**src/design/ducking_mixer_gain_ramp_unit_defines.svh**
```systemverilog
// Assertion helpers for the ducking mixer.
`ifndef DUCKING_MIXER_GAIN_RAMP_UNIT_DEFINES_SVH
`define DUCKING_MIXER_GAIN_RAMP_UNIT_DEFINES_SVH

// Same-cycle implication, checked out of reset.
`define DMG_ASSERT_NOW(label, clk, rst_n, ante, cons) \
    label: assert property (@(posedge clk) disable iff (!rst_n) (ante) |-> (cons)) \
        else $error("same-cycle check failed");

// Next-cycle implication, checked out of reset.
`define DMG_ASSERT_NEXT(label, clk, rst_n, ante, cons) \
    label: assert property (@(posedge clk) disable iff (!rst_n) (ante) |=> (cons)) \
        else $error("next-cycle check failed");

`endif

```
**src/design/dmg_pkg.sv**
```systemverilog
`timescale 1ns / 1ps
`default_nettype none

package dmg_pkg;

    // Q16 unity gain and percent clamp
    localparam int unsigned GAIN_ONE    = 65536;
    localparam int unsigned PERCENT_MAX = 100;

    // Shared restoring divider
    localparam int unsigned DIV_W     = 24;
    localparam int unsigned DIV_CNT_W = 5;

    typedef enum logic {
        CMD_MIX = 1'b0,
        CMD_SET = 1'b1
    } cmd_t;

    typedef struct packed {
        logic               command;
        logic signed [15:0] foreground_left;
        logic signed [15:0] foreground_right;
        logic signed [15:0] background_left;
        logic signed [15:0] background_right;
        logic        [7:0]  target_percent;
        logic        [23:0] ramp_length;
    } in_word_t;

    typedef struct packed {
        logic signed [15:0] mixed_left;
        logic signed [15:0] mixed_right;
    } out_word_t;

    typedef enum logic [6:0] {
        ST_IDLE = 7'b0000001,
        ST_DIV  = 7'b0000010,
        ST_STEP = 7'b0000100,
        ST_MULL = 7'b0001000,
        ST_MULR = 7'b0010000,
        ST_SUM  = 7'b0100000,
        ST_PUSH = 7'b1000000
    } state_t;

endpackage

`default_nettype wire

```
**src/design/ducking_mixer_gain_ramp_unit.sv**
```systemverilog
`timescale 1ns / 1ps
`default_nettype none

// Ducking stereo mixer: each mix word gives foreground plus Q16-scaled background
// per channel, saturated to 16 bits; each set word loads a new background target
// (percent, clamped to 100) and a linear ramp length in frames. One word is worked
// at a time and item_ready is high only while the sequencer is idle. Set words,
// and mix words during a ramp longer than one frame, pass through the 24-step
// restoring divider (one quotient bit per cycle, shared by the percent conversion
// and the ramp step); other mix words skip it. The single 16x18 multiplier serves
// both channels in turn. The result sits in an output register, so a new word is
// taken while the last result waits.
module ducking_mixer_gain_ramp_unit
(
    input  wire logic             clk,
    input  wire logic             rst_n,
    input  wire logic             item_valid,
    output logic                  item_ready,
    input  wire dmg_pkg::in_word_t  item,
    output logic                  result_valid,
    input  wire logic             result_ready,
    output dmg_pkg::out_word_t      result
);

`include "ducking_mixer_gain_ramp_unit_defines.svh"

    localparam logic [16:0] GAIN_UNITY = 17'(dmg_pkg::GAIN_ONE);
    localparam logic [6:0]  PCT_MAX    = 7'(dmg_pkg::PERCENT_MAX);
    localparam logic [dmg_pkg::DIV_CNT_W-1:0] DIV_LAST =
        dmg_pkg::DIV_CNT_W'(dmg_pkg::DIV_W - 1);

    // Registers
    dmg_pkg::state_t state_reg, state_next;
    logic [16:0] current_gain_reg, current_gain_next;
    logic [16:0] target_gain_reg, target_gain_next;
    logic [23:0] ramp_left_reg, ramp_left_next;
    logic        op_set_reg, op_set_next;
    logic [23:0] ramp_len_reg, ramp_len_next;
    logic        delta_neg_reg, delta_neg_next;
    logic        delta_nz_reg, delta_nz_next;
    logic signed [15:0] fg_l_reg, fg_l_next, fg_r_reg, fg_r_next;
    logic signed [15:0] bg_l_reg, bg_l_next, bg_r_reg, bg_r_next;
    logic [dmg_pkg::DIV_W-1:0] div_rem_reg, div_rem_next;
    logic [dmg_pkg::DIV_W-1:0] div_quo_reg, div_quo_next;
    logic [dmg_pkg::DIV_W-1:0] div_den_reg, div_den_next;
    logic [dmg_pkg::DIV_CNT_W-1:0] div_cnt_reg, div_cnt_next;
    logic signed [32:0] prod_reg, prod_next;
    logic signed [15:0] res_l_reg, res_l_next;
    logic signed [15:0] res_r_reg, res_r_next;
    logic               out_valid_reg, out_valid_next;
    dmg_pkg::out_word_t out_word_reg, out_word_next;

    // Divider step: one quotient bit per cycle
    logic [dmg_pkg::DIV_W:0]   div_shift;
    logic [dmg_pkg::DIV_W+1:0] div_trial;
    logic                      div_neg;

    assign div_shift = {div_rem_reg, div_quo_reg[dmg_pkg::DIV_W-1]};
    assign div_trial = {1'b0, div_shift} - {2'b00, div_den_reg};
    assign div_neg   = div_trial[dmg_pkg::DIV_W+1];

    // Shared multiplier: background sample times current gain
    logic signed [32:0] mul_bg, mul_gain, mul_prod;
    logic signed [15:0] mul_src;

    assign mul_src  = state_reg == dmg_pkg::ST_MULL ? bg_l_reg : bg_r_reg;
    assign mul_bg   = {{17{mul_src[15]}}, mul_src};
    assign mul_gain = {16'b0, current_gain_reg};
    assign mul_prod = mul_bg * mul_gain;

    // Divide product by 65536 toward zero, add foreground, saturate
    function automatic logic signed [15:0] mix_sat(input logic signed [32:0] p,
                                                   input logic signed [15:0] fg);
        logic signed [32:0] biased;
        logic signed [17:0] sum;
        begin
            biased = p + (p[32] ? 33'sd65535 : 33'sd0);
            sum    = {{2{fg[15]}}, fg} + {biased[32], biased[32:16]};
            if (sum > 18'sd32767)
                mix_sat = 16'sh7fff;
            else if (sum < -18'sd32768)
                mix_sat = 16'sh8000;
            else
                mix_sat = sum[15:0];
        end
    endfunction

    // Ramp step magnitude and gain difference
    logic signed [17:0] delta;
    logic [16:0]        delta_abs;
    logic [16:0]        step_mag;
    logic [6:0]         pct;

    assign delta     = $signed({1'b0, target_gain_reg}) - $signed({1'b0, current_gain_reg});
    assign delta_abs = delta[17] ? 17'(-delta) : delta[16:0];
    assign step_mag  = (div_quo_reg[16:0] == 17'd0 && delta_nz_reg) ? 17'd1
                                                                    : div_quo_reg[16:0];
    assign pct       = item.target_percent > 8'(PCT_MAX) ? PCT_MAX
                                                         : item.target_percent[6:0];

    assign item_ready   = state_reg == dmg_pkg::ST_IDLE;
    assign result_valid = out_valid_reg;
    assign result       = out_word_reg;

    // Sequencer
    always_comb
    begin
        state_next        = state_reg;
        current_gain_next = current_gain_reg;
        target_gain_next  = target_gain_reg;
        ramp_left_next    = ramp_left_reg;
        op_set_next       = op_set_reg;
        ramp_len_next     = ramp_len_reg;
        delta_neg_next    = delta_neg_reg;
        delta_nz_next     = delta_nz_reg;
        fg_l_next         = fg_l_reg;
        fg_r_next         = fg_r_reg;
        bg_l_next         = bg_l_reg;
        bg_r_next         = bg_r_reg;
        div_rem_next      = div_rem_reg;
        div_quo_next      = div_quo_reg;
        div_den_next      = div_den_reg;
        div_cnt_next      = div_cnt_reg;
        prod_next         = prod_reg;
        res_l_next        = res_l_reg;
        res_r_next        = res_r_reg;
        out_word_next     = out_word_reg;
        out_valid_next    = out_valid_reg && !result_ready;

        unique case (state_reg)
            dmg_pkg::ST_IDLE:
            begin
                if (item_valid)
                begin
                    fg_l_next    = item.foreground_left;
                    fg_r_next    = item.foreground_right;
                    bg_l_next    = item.background_left;
                    bg_r_next    = item.background_right;
                    div_rem_next = '0;
                    div_cnt_next = '0;
                    if (item.command == dmg_pkg::CMD_SET)
                    begin
                        // target = pct * 65536 / 100
                        op_set_next   = 1'b1;
                        ramp_len_next = item.ramp_length;
                        div_quo_next  = {1'b0, pct, 16'b0};
                        div_den_next  = dmg_pkg::DIV_W'(PCT_MAX);
                        state_next    = dmg_pkg::ST_DIV;
                    end
                    else
                    begin
                        op_set_next    = 1'b0;
                        delta_neg_next = delta[17];
                        delta_nz_next  = delta != 18'sd0;
                        div_quo_next   = dmg_pkg::DIV_W'(delta_abs);
                        div_den_next   = ramp_left_reg;
                        if (ramp_left_reg == 24'd0)
                            state_next = dmg_pkg::ST_MULL;
                        else if (ramp_left_reg == 24'd1)
                        begin
                            // last ramp frame snaps to target
                            current_gain_next = target_gain_reg;
                            ramp_left_next    = 24'd0;
                            state_next        = dmg_pkg::ST_MULL;
                        end
                        else
                            state_next = dmg_pkg::ST_DIV;
                    end
                end
            end

            dmg_pkg::ST_DIV:
            begin
                div_quo_next = {div_quo_reg[dmg_pkg::DIV_W-2:0], !div_neg};
                div_rem_next = div_neg ? div_shift[dmg_pkg::DIV_W-1:0]
                                       : div_trial[dmg_pkg::DIV_W-1:0];
                div_cnt_next = div_cnt_reg + 1'b1;
                if (div_cnt_reg == DIV_LAST)
                    state_next = dmg_pkg::ST_STEP;
            end

            dmg_pkg::ST_STEP:
            begin
                if (op_set_reg)
                begin
                    target_gain_next = div_quo_reg[16:0];
                    ramp_left_next   = ramp_len_reg;
                    if (ramp_len_reg == 24'd0)
                        current_gain_next = div_quo_reg[16:0];
                    state_next = dmg_pkg::ST_IDLE;
                end
                else
                begin
                    // at least two frames left here, so no snap
                    current_gain_next = delta_neg_reg ? current_gain_reg - step_mag
                                                      : current_gain_reg + step_mag;
                    ramp_left_next    = ramp_left_reg - 24'd1;
                    state_next        = dmg_pkg::ST_MULL;
                end
            end

            dmg_pkg::ST_MULL:
            begin
                prod_next  = mul_prod;
                state_next = dmg_pkg::ST_MULR;
            end

            dmg_pkg::ST_MULR:
            begin
                res_l_next = mix_sat(prod_reg, fg_l_reg);
                prod_next  = mul_prod;
                state_next = dmg_pkg::ST_SUM;
            end

            dmg_pkg::ST_SUM:
            begin
                res_r_next = mix_sat(prod_reg, fg_r_reg);
                state_next = dmg_pkg::ST_PUSH;
            end

            dmg_pkg::ST_PUSH:
            begin
                // load output once the previous word has left
                if (!out_valid_reg || result_ready)
                begin
                    out_word_next.mixed_left  = res_l_reg;
                    out_word_next.mixed_right = res_r_reg;
                    out_valid_next            = 1'b1;
                    state_next                = dmg_pkg::ST_IDLE;
                end
            end

            default:
            begin
                state_next = dmg_pkg::ST_IDLE;
            end
        endcase
    end

    // Control state
    always_ff @(posedge clk or negedge rst_n)
    begin
        if (!rst_n)
        begin
            state_reg        <= dmg_pkg::ST_IDLE;
            current_gain_reg <= GAIN_UNITY;
            target_gain_reg  <= GAIN_UNITY;
            ramp_left_reg    <= '0;
            out_valid_reg    <= 1'b0;
            div_cnt_reg      <= '0;
        end
        else
        begin
            state_reg        <= state_next;
            current_gain_reg <= current_gain_next;
            target_gain_reg  <= target_gain_next;
            ramp_left_reg    <= ramp_left_next;
            out_valid_reg    <= out_valid_next;
            div_cnt_reg      <= div_cnt_next;
        end
    end

    // Datapath
    always_ff @(posedge clk)
    begin
        op_set_reg    <= op_set_next;
        ramp_len_reg  <= ramp_len_next;
        delta_neg_reg <= delta_neg_next;
        delta_nz_reg  <= delta_nz_next;
        fg_l_reg      <= fg_l_next;
        fg_r_reg      <= fg_r_next;
        bg_l_reg      <= bg_l_next;
        bg_r_reg      <= bg_r_next;
        div_rem_reg   <= div_rem_next;
        div_quo_reg   <= div_quo_next;
        div_den_reg   <= div_den_next;
        prod_reg      <= prod_next;
        res_l_reg     <= res_l_next;
        res_r_reg     <= res_r_next;
        out_word_reg  <= out_word_next;
    end

    // Checks
    `DMG_ASSERT_NOW(a_idle_ramp_at_target, clk, rst_n,
        ramp_left_reg == 24'd0, current_gain_reg == target_gain_reg)
    `DMG_ASSERT_NOW(a_gain_in_range, clk, rst_n,
        1'b1, current_gain_reg <= GAIN_UNITY && target_gain_reg <= GAIN_UNITY)
    `DMG_ASSERT_NOW(a_div_count_bound, clk, rst_n,
        state_reg == dmg_pkg::ST_DIV, div_cnt_reg <= DIV_LAST)
    `DMG_ASSERT_NEXT(a_mix_starts_work, clk, rst_n,
        item_valid && item_ready && item.command == dmg_pkg::CMD_MIX,
        state_reg == dmg_pkg::ST_DIV || state_reg == dmg_pkg::ST_MULL)

endmodule

`default_nettype wire
```
**config.mk**
```make
export PLATFORM = sky130hd
export DESIGN_NAME = ducking_mixer_gain_ramp_unit
export DESIGN_NICKNAME = d
export VERILOG_FILES = /design/src/design/dmg_pkg.sv /design/src/design/ducking_mixer_gain_ramp_unit.sv
export VERILOG_INCLUDE_DIRS = /design/src /design/src/design
export SDC_FILE = /design/constraint.sdc
export NUM_CORES = 1
export LEC_CHECK = 0
export BUFFER_PORTS_ARGS = -buffer_cell sky130_fd_sc_hd__buf_4
export CAP_MARGIN = 20
export CORE_MARGIN = 8
export CORE_UTILIZATION = 35
export CTS_CLUSTER_SIZE = 28
export DETAILED_ROUTE_END_ITERATION = 8
export HOLD_SLACK_MARGIN = 0.08
export MAX_ROUTING_LAYER = met4
export PLACE_DENSITY = 0.55
export RECOVER_POWER = 50
export SYNTH_ARGS = -nofsm -noshare
export SYNTH_HDL_FRONTEND = slang
export SYNTH_SLANG_ARGS = --single-unit
```
**constraint.sdc**
```tcl
create_clock -name clk -period 9.9 [get_ports clk]
set_input_delay 1.485 -clock clk [delete_from_list [all_inputs] [get_ports clk]]
set_output_delay 1.485 -clock clk [all_outputs]
set_load 0.01 [all_outputs]
```
=== Yosys cells after proc, flatten, opt, wreduce, memory -nomap -nowiden ===
Index checks and enable logic that the tools add are counted.

* Register bits after elaboration: 331
* Latch bits: 0
* RAM bits: 0
* Memory bits (read-only): 0
* Memories: 0

* Add/subtract/negate cells: 10
* $mul: 1
* Div/mod/pow operators: 0
* Magnitude comparators: 5
* Equality and inequality tests: 16
* Shifts and indexed selects: 0
* Muxes and demuxes: 40
* Bitwise logic cells: 1
* Reduce and logical (&&, ||, !) cells: 22

{| class="wikitable"
|+ Operators by type and width
! operator !! count
|-
| two-way mux 24 bit || 8
|-
| two-way mux 17 bit || 9
|-
| one-hot mux 24 bit (2 select lines) || 3
|-
| two-way mux 16 bit || 4
|-
| one-hot mux 7 bit (7 select lines) || 1
|-
| logical NOT 24 bit || 2
|-
| adder 16 x 17 -> 18 bit || 2
|-
| greater-than comparator 18 x 16 -> 1 bit, second input constant || 2
|-
| less-than comparator 18 x 16 -> 1 bit, second input constant || 2
|-
| one-hot mux 17 bit (2 select lines) || 1
|-
| adder 33 x 17 -> 33 bit || 1
|-
| multiplier 16 x 18 -> 33 bit || 1
|-
| two-way mux 7 bit || 4
|-
| subtractor 25 x 24 -> 26 bit || 1
|-
| == test 24 x 1 -> 1 bit, second input constant || 1
|-
| subtractor 24 x 1 -> 24 bit, second input constant || 1
|-
| two-way mux 23 bit || 1
|-
| nonzero test 18 bit || 1
|-
| subtractor 17 x 17 -> 18 bit || 1
|-
| adder 17 bit || 1
|-
| logical NOT 17 bit || 1
|-
| negator 17 bit || 1
|-
| subtractor 17 bit || 1
|-
| two-way mux 4 bit || 4
|-
| 26 further kinds || 41
|}

=== Depth between registers and ports, before layout ===
* Word-level depth: 7
* Gate-level depth with buffers: 29
* Mapped depth without buffers: 27

=== Least setup slack after synthesis ===
OpenSTA, ideal clock, no wires.

* Path type: flip-flop to flip-flop
* From: reg state_reg[4]
* To: reg prod_reg[22] (data pin)
* Arrival time: 7576 ps
* Setup slack: 2188 ps
* Stages on the path, launching flop included: 28
* Path buffers: 2
* Clock period less this slack: 7712 ps
* Cell sequence: dfrtp_1 > nor2_1 > nand2_1 > nor4b_1 > clkbuf_1 > mux2i_1 > clkbuf_1 > nor2_1 > fa_1 > inv_1 > fa_1 > fa_1 > fa_1 > inv_1 > fa_1 > inv_1 > fa_1 > inv_1 > ha_1 > a211oi_1 > o21ba_2 > o21ai_0 > a41o_1 > a21o_1 > a21oi_1 > o21ai_0 > or4b_1 > nand3_1

* Cells in the longest elaborated chain, start to end: 3

{| class="wikitable"
|+ RTL lines
! what !! RTL line !! text
|-
| from (decl) || ducking_mixer_gain_ramp_unit.sv:33 || <nowiki>dmg_pkg::state_t state_reg, state_next;</nowiki>
|-
| from (signal assigned) || ducking_mixer_gain_ramp_unit.sv:245 || <nowiki>state_reg <= dmg_pkg::ST_IDLE;</nowiki>
|-
| from (signal assigned) || ducking_mixer_gain_ramp_unit.sv:254 || <nowiki>state_reg <= state_next;</nowiki>
|-
| == test 7 x 4 -> 1 bit || ducking_mixer_gain_ramp_unit.sv:66 || <nowiki>assign mul_src = state_reg == dmg_pkg::ST_MULL ? bg_l_reg : bg_r_reg;</nowiki>
|-
| two-way mux 16 bit || ducking_mixer_gain_ramp_unit.sv:66 ||
|-
| multiplier 16 x 18 -> 33 bit || ducking_mixer_gain_ramp_unit.sv:69 || <nowiki>assign mul_prod = mul_bg * mul_gain;</nowiki>
|-
| net mul_prod[22] || ducking_mixer_gain_ramp_unit.sv:63 || <nowiki>logic signed [32:0] mul_bg, mul_gain, mul_prod;</nowiki>
|-
| to (signal assigned) || ducking_mixer_gain_ramp_unit.sv:277 || <nowiki>prod_reg <= prod_next;</nowiki>
|-
| to (decl) || ducking_mixer_gain_ramp_unit.sv:47 || <nowiki>logic signed [32:0] prod_reg, prod_next;</nowiki>
|}

The timed path passes the listed nets, and every way through them passes these cells.
A chain may end at the register's enable or synchronous reset.

=== Worst setup path after layout ===
* From: reg state_reg[4]
* To: reg prod_reg[32] (data pin)

Same word-level chain as after synthesis.

==> flow_summary.yaml <==
outcome:
  status: "complete, but fails checks"
  violations: "max-capacitance violations, max-slew violations"
timing:
  whs_ns: 0.415
  tns_ns: 0
  fmax_ghz: 0.126
  final.setup.worst_slack_ns: 1.94
  setup_viol: 0
  slew-limit-headroom: -1.75
  tightest_slew_ns: 4.13
  hold_violations: 0
  rsz0062_at_grt: "no"
  period_needed_ns: 7.96
  finalCritPeriodShare: 0.804
  slew_violations: 340
  fin_skew_ns: 0.0409
route:
  routed-via-count: 19900
  vias_per_cell: 5.07
  firstDrtPassIters: 7
  drtIter0Drc: 1245
  wirelength_mm: 74.3
  drc: 0
  wl_per_cell_um: 18.9
  final_antenna_net_count: 0
layout:
  diodes: 0
  area_growth_pct: 11.9
  layout_commonest_cell: "inv_1"
  nets: 3399
  layout.core_utilization: 0.395
  largest_reg_flops: 33
  final_cell_area_um2: 30500
  fin_cells: 3924
  layout_common_cells: "inv_1, nand2_1, edfxtp_1"
  drive_above_1_share: 0.0815
power_and_ir_drop:
  vdd_drop_max_uv: 243
  power_leakage_nw: 13.2
  power.total_mw: 8.09
  power_per_cell_area_nw_per_um2: 265
yosys:
  yosys_warnings: 0
  ys_seq_elements: 331
  synth.area.top_cells: "edfxtp_1, fa_1, ha_1, dfrtp_1, inv_1"
  synth_ff_type: "edfxtp_1"
  syn_nets: 3286
  synth_largest_area_cell: "edfxtp_1"
  synth_edf_count: 260
  synth_seq_area_share: 0.351
  synthesis.instances: 2742
  yosysTopAreaCellShare: 0.286
  async_reset_ff_frac: 0.215
  syn_avg_cell_area_um2: 9.95
  synth.distinct_cells: 86
  synth_area_um2: 27300
floorplanning:
  ios: 135
  die-area_um2: 87200
  die_w_um: 295
  initial_core_util: 0.353
  core_area_um2: 77300
  std_cell_rows: 102
  die_h_um: 295
clocking:
  cts_hold_buffers: 0
  cts-buffers-inserted: 41
  cts_sinks: 331
  cts.path.max_buffers: 3
  path_clk_slew_ns: 0.06
  post_cts_buffers: 0
  h-tree-depth: 2
  post_cts_resized: 0
  clk_latency_ns: 0.58
  cts_root_buf: "clkbuf_16"
  cts_tree: "yes"
global_route:
  grt_pass1_vias: 20600
  antenna_found_initial: 0
  gr-total-overflow: 0
  grt_util_all_layers: 0.174
  grt_max_degree: 72
  grt_pass1_wl_mm: 117
worst_setup_path:
  path_common_cell: "fa_1"
  r2r-start: "state_reg[4]"
  cp_max_fo: 20
  end_kind: "flop"
  cp_data_required_time_ns: 10.20
  endpoint: "prod_reg[32]"
  worst_r2r_path_depth: 26
  crit_slowest_cell: "mux2_2"
  r2r_setup_slack_ns: 1.94
  critPathLaunch: "state_reg[4]"
  slowest_delay_ns: 0.54
  critPathLaunchType: "flop"
  critical_path_class: "reg -> reg"
  worstPathArrival_ns: 8.26
  r2r_end: "prod_reg[32]"
placed_design:
  gp_congestion: 0.872
  dp_hpwl_mm: 57.7
  post-place-cells: 3851
  dpl_cell_area_um2: 29400
  place_ws_ns: 1.99
  io_buffers: 134
run:
  maxCapViolCount: 8
worst_hold_path:
  hp-class: "reg -> reg"
## cells in the mapped netlist, types with 11 or more instances
cell type,instances
o21bai_1,13
or2_2,13
nor4_1,18
a211oi_1,22
nand2b_1,31
a31oi_1,11
nand3_1,38
or3_1,16
clkbuf_1,79
a21oi_1,129
inv_1,340
nor3_1,34
dfrtp_1,68
xor2_1,42
ha_1,230
and2_1,60
edfxtp_1,260
mux2i_1,27
nor2b_1,34
a21o_1,50
mux2_2,11
nand2_1,291
o21ai_0,129
o21a_1,28
nand4_1,17
and3_1,13
o31ai_1,15
fa_1,213
xnor2_1,102
nor2_1,246
## logic make-up (layout without fill, tap and decap cells)
logic type                 count (synthesis)  count (layout)  share of synthesized area
buffers and inverters                    431             573                     0.0611
and+or+nand+nor                          846             846                      0.145
AOI/OAI and AO/OA                        508             508                      0.120
muxes                                     38              38                     0.0144
xor gates and xnor gates                 145             145                     0.0468
DFF                                      331             331                      0.351
adders and majority gates                443             443                      0.262
## how the worst min path moves through the flow
stage                             to  cells past startpoint  slack [ns]          from
after floorplan            result[0]                      0        0.40  res_r_reg[0]
after global placement    result[22]                      0        0.40  res_l_reg[6]
after detailed placement  result[22]                      0        0.40  res_l_reg[6]
after CTS                 result[22]                      0        0.42  res_l_reg[6]
after global routing      result[24]                      0        0.42  res_l_reg[8]
final                      result[9]                      0        0.42  res_r_reg[9]
## metal layers
| metal | GRT usage | up-vias | wire (um) |
|---|---|---|---|
| li1 | - | 9566 | - |
| met1 | 0.231 | 9722 | 34500 |
| met2 | 0.279 | 496 | 34300 |
| met3 | 0.0245 | 110 | 3770 |
| met4 | 0.0462 | 0 | 1800 |
| met5 | - | - | 0 |
## power by group
part	internal [mW]	switching [mW]	total, mW
clock network	0.837	0.607	1.44
logic	1.93	2.64	4.57
registers	1.95	0.136	2.08
## worst max-delay path, delay by kind of cell (launching register included)
kind	cells	cell delay [ns]
fa+ha+maj	7	3.08
compound gates	7	1.93
simple gates	5	1.07
buf+inv	5	0.58
mux	1	0.54
flops	1	0.40
xor+xnor	1	0.08
## area by class of cell
class / count / area (um^2)
inverters: 342 / 1280
clock buffers: 46 / 1040
clock inverters: 26 / 215
fillers: 7758 / 46800
flip-flops and latches: 331 / 9590
well taps: 1040 / 1300
multi-input cells: 1980 / 16100
repair buffers: 159 / 1050
No activity file was read; power rests on OpenSTA's default activity.
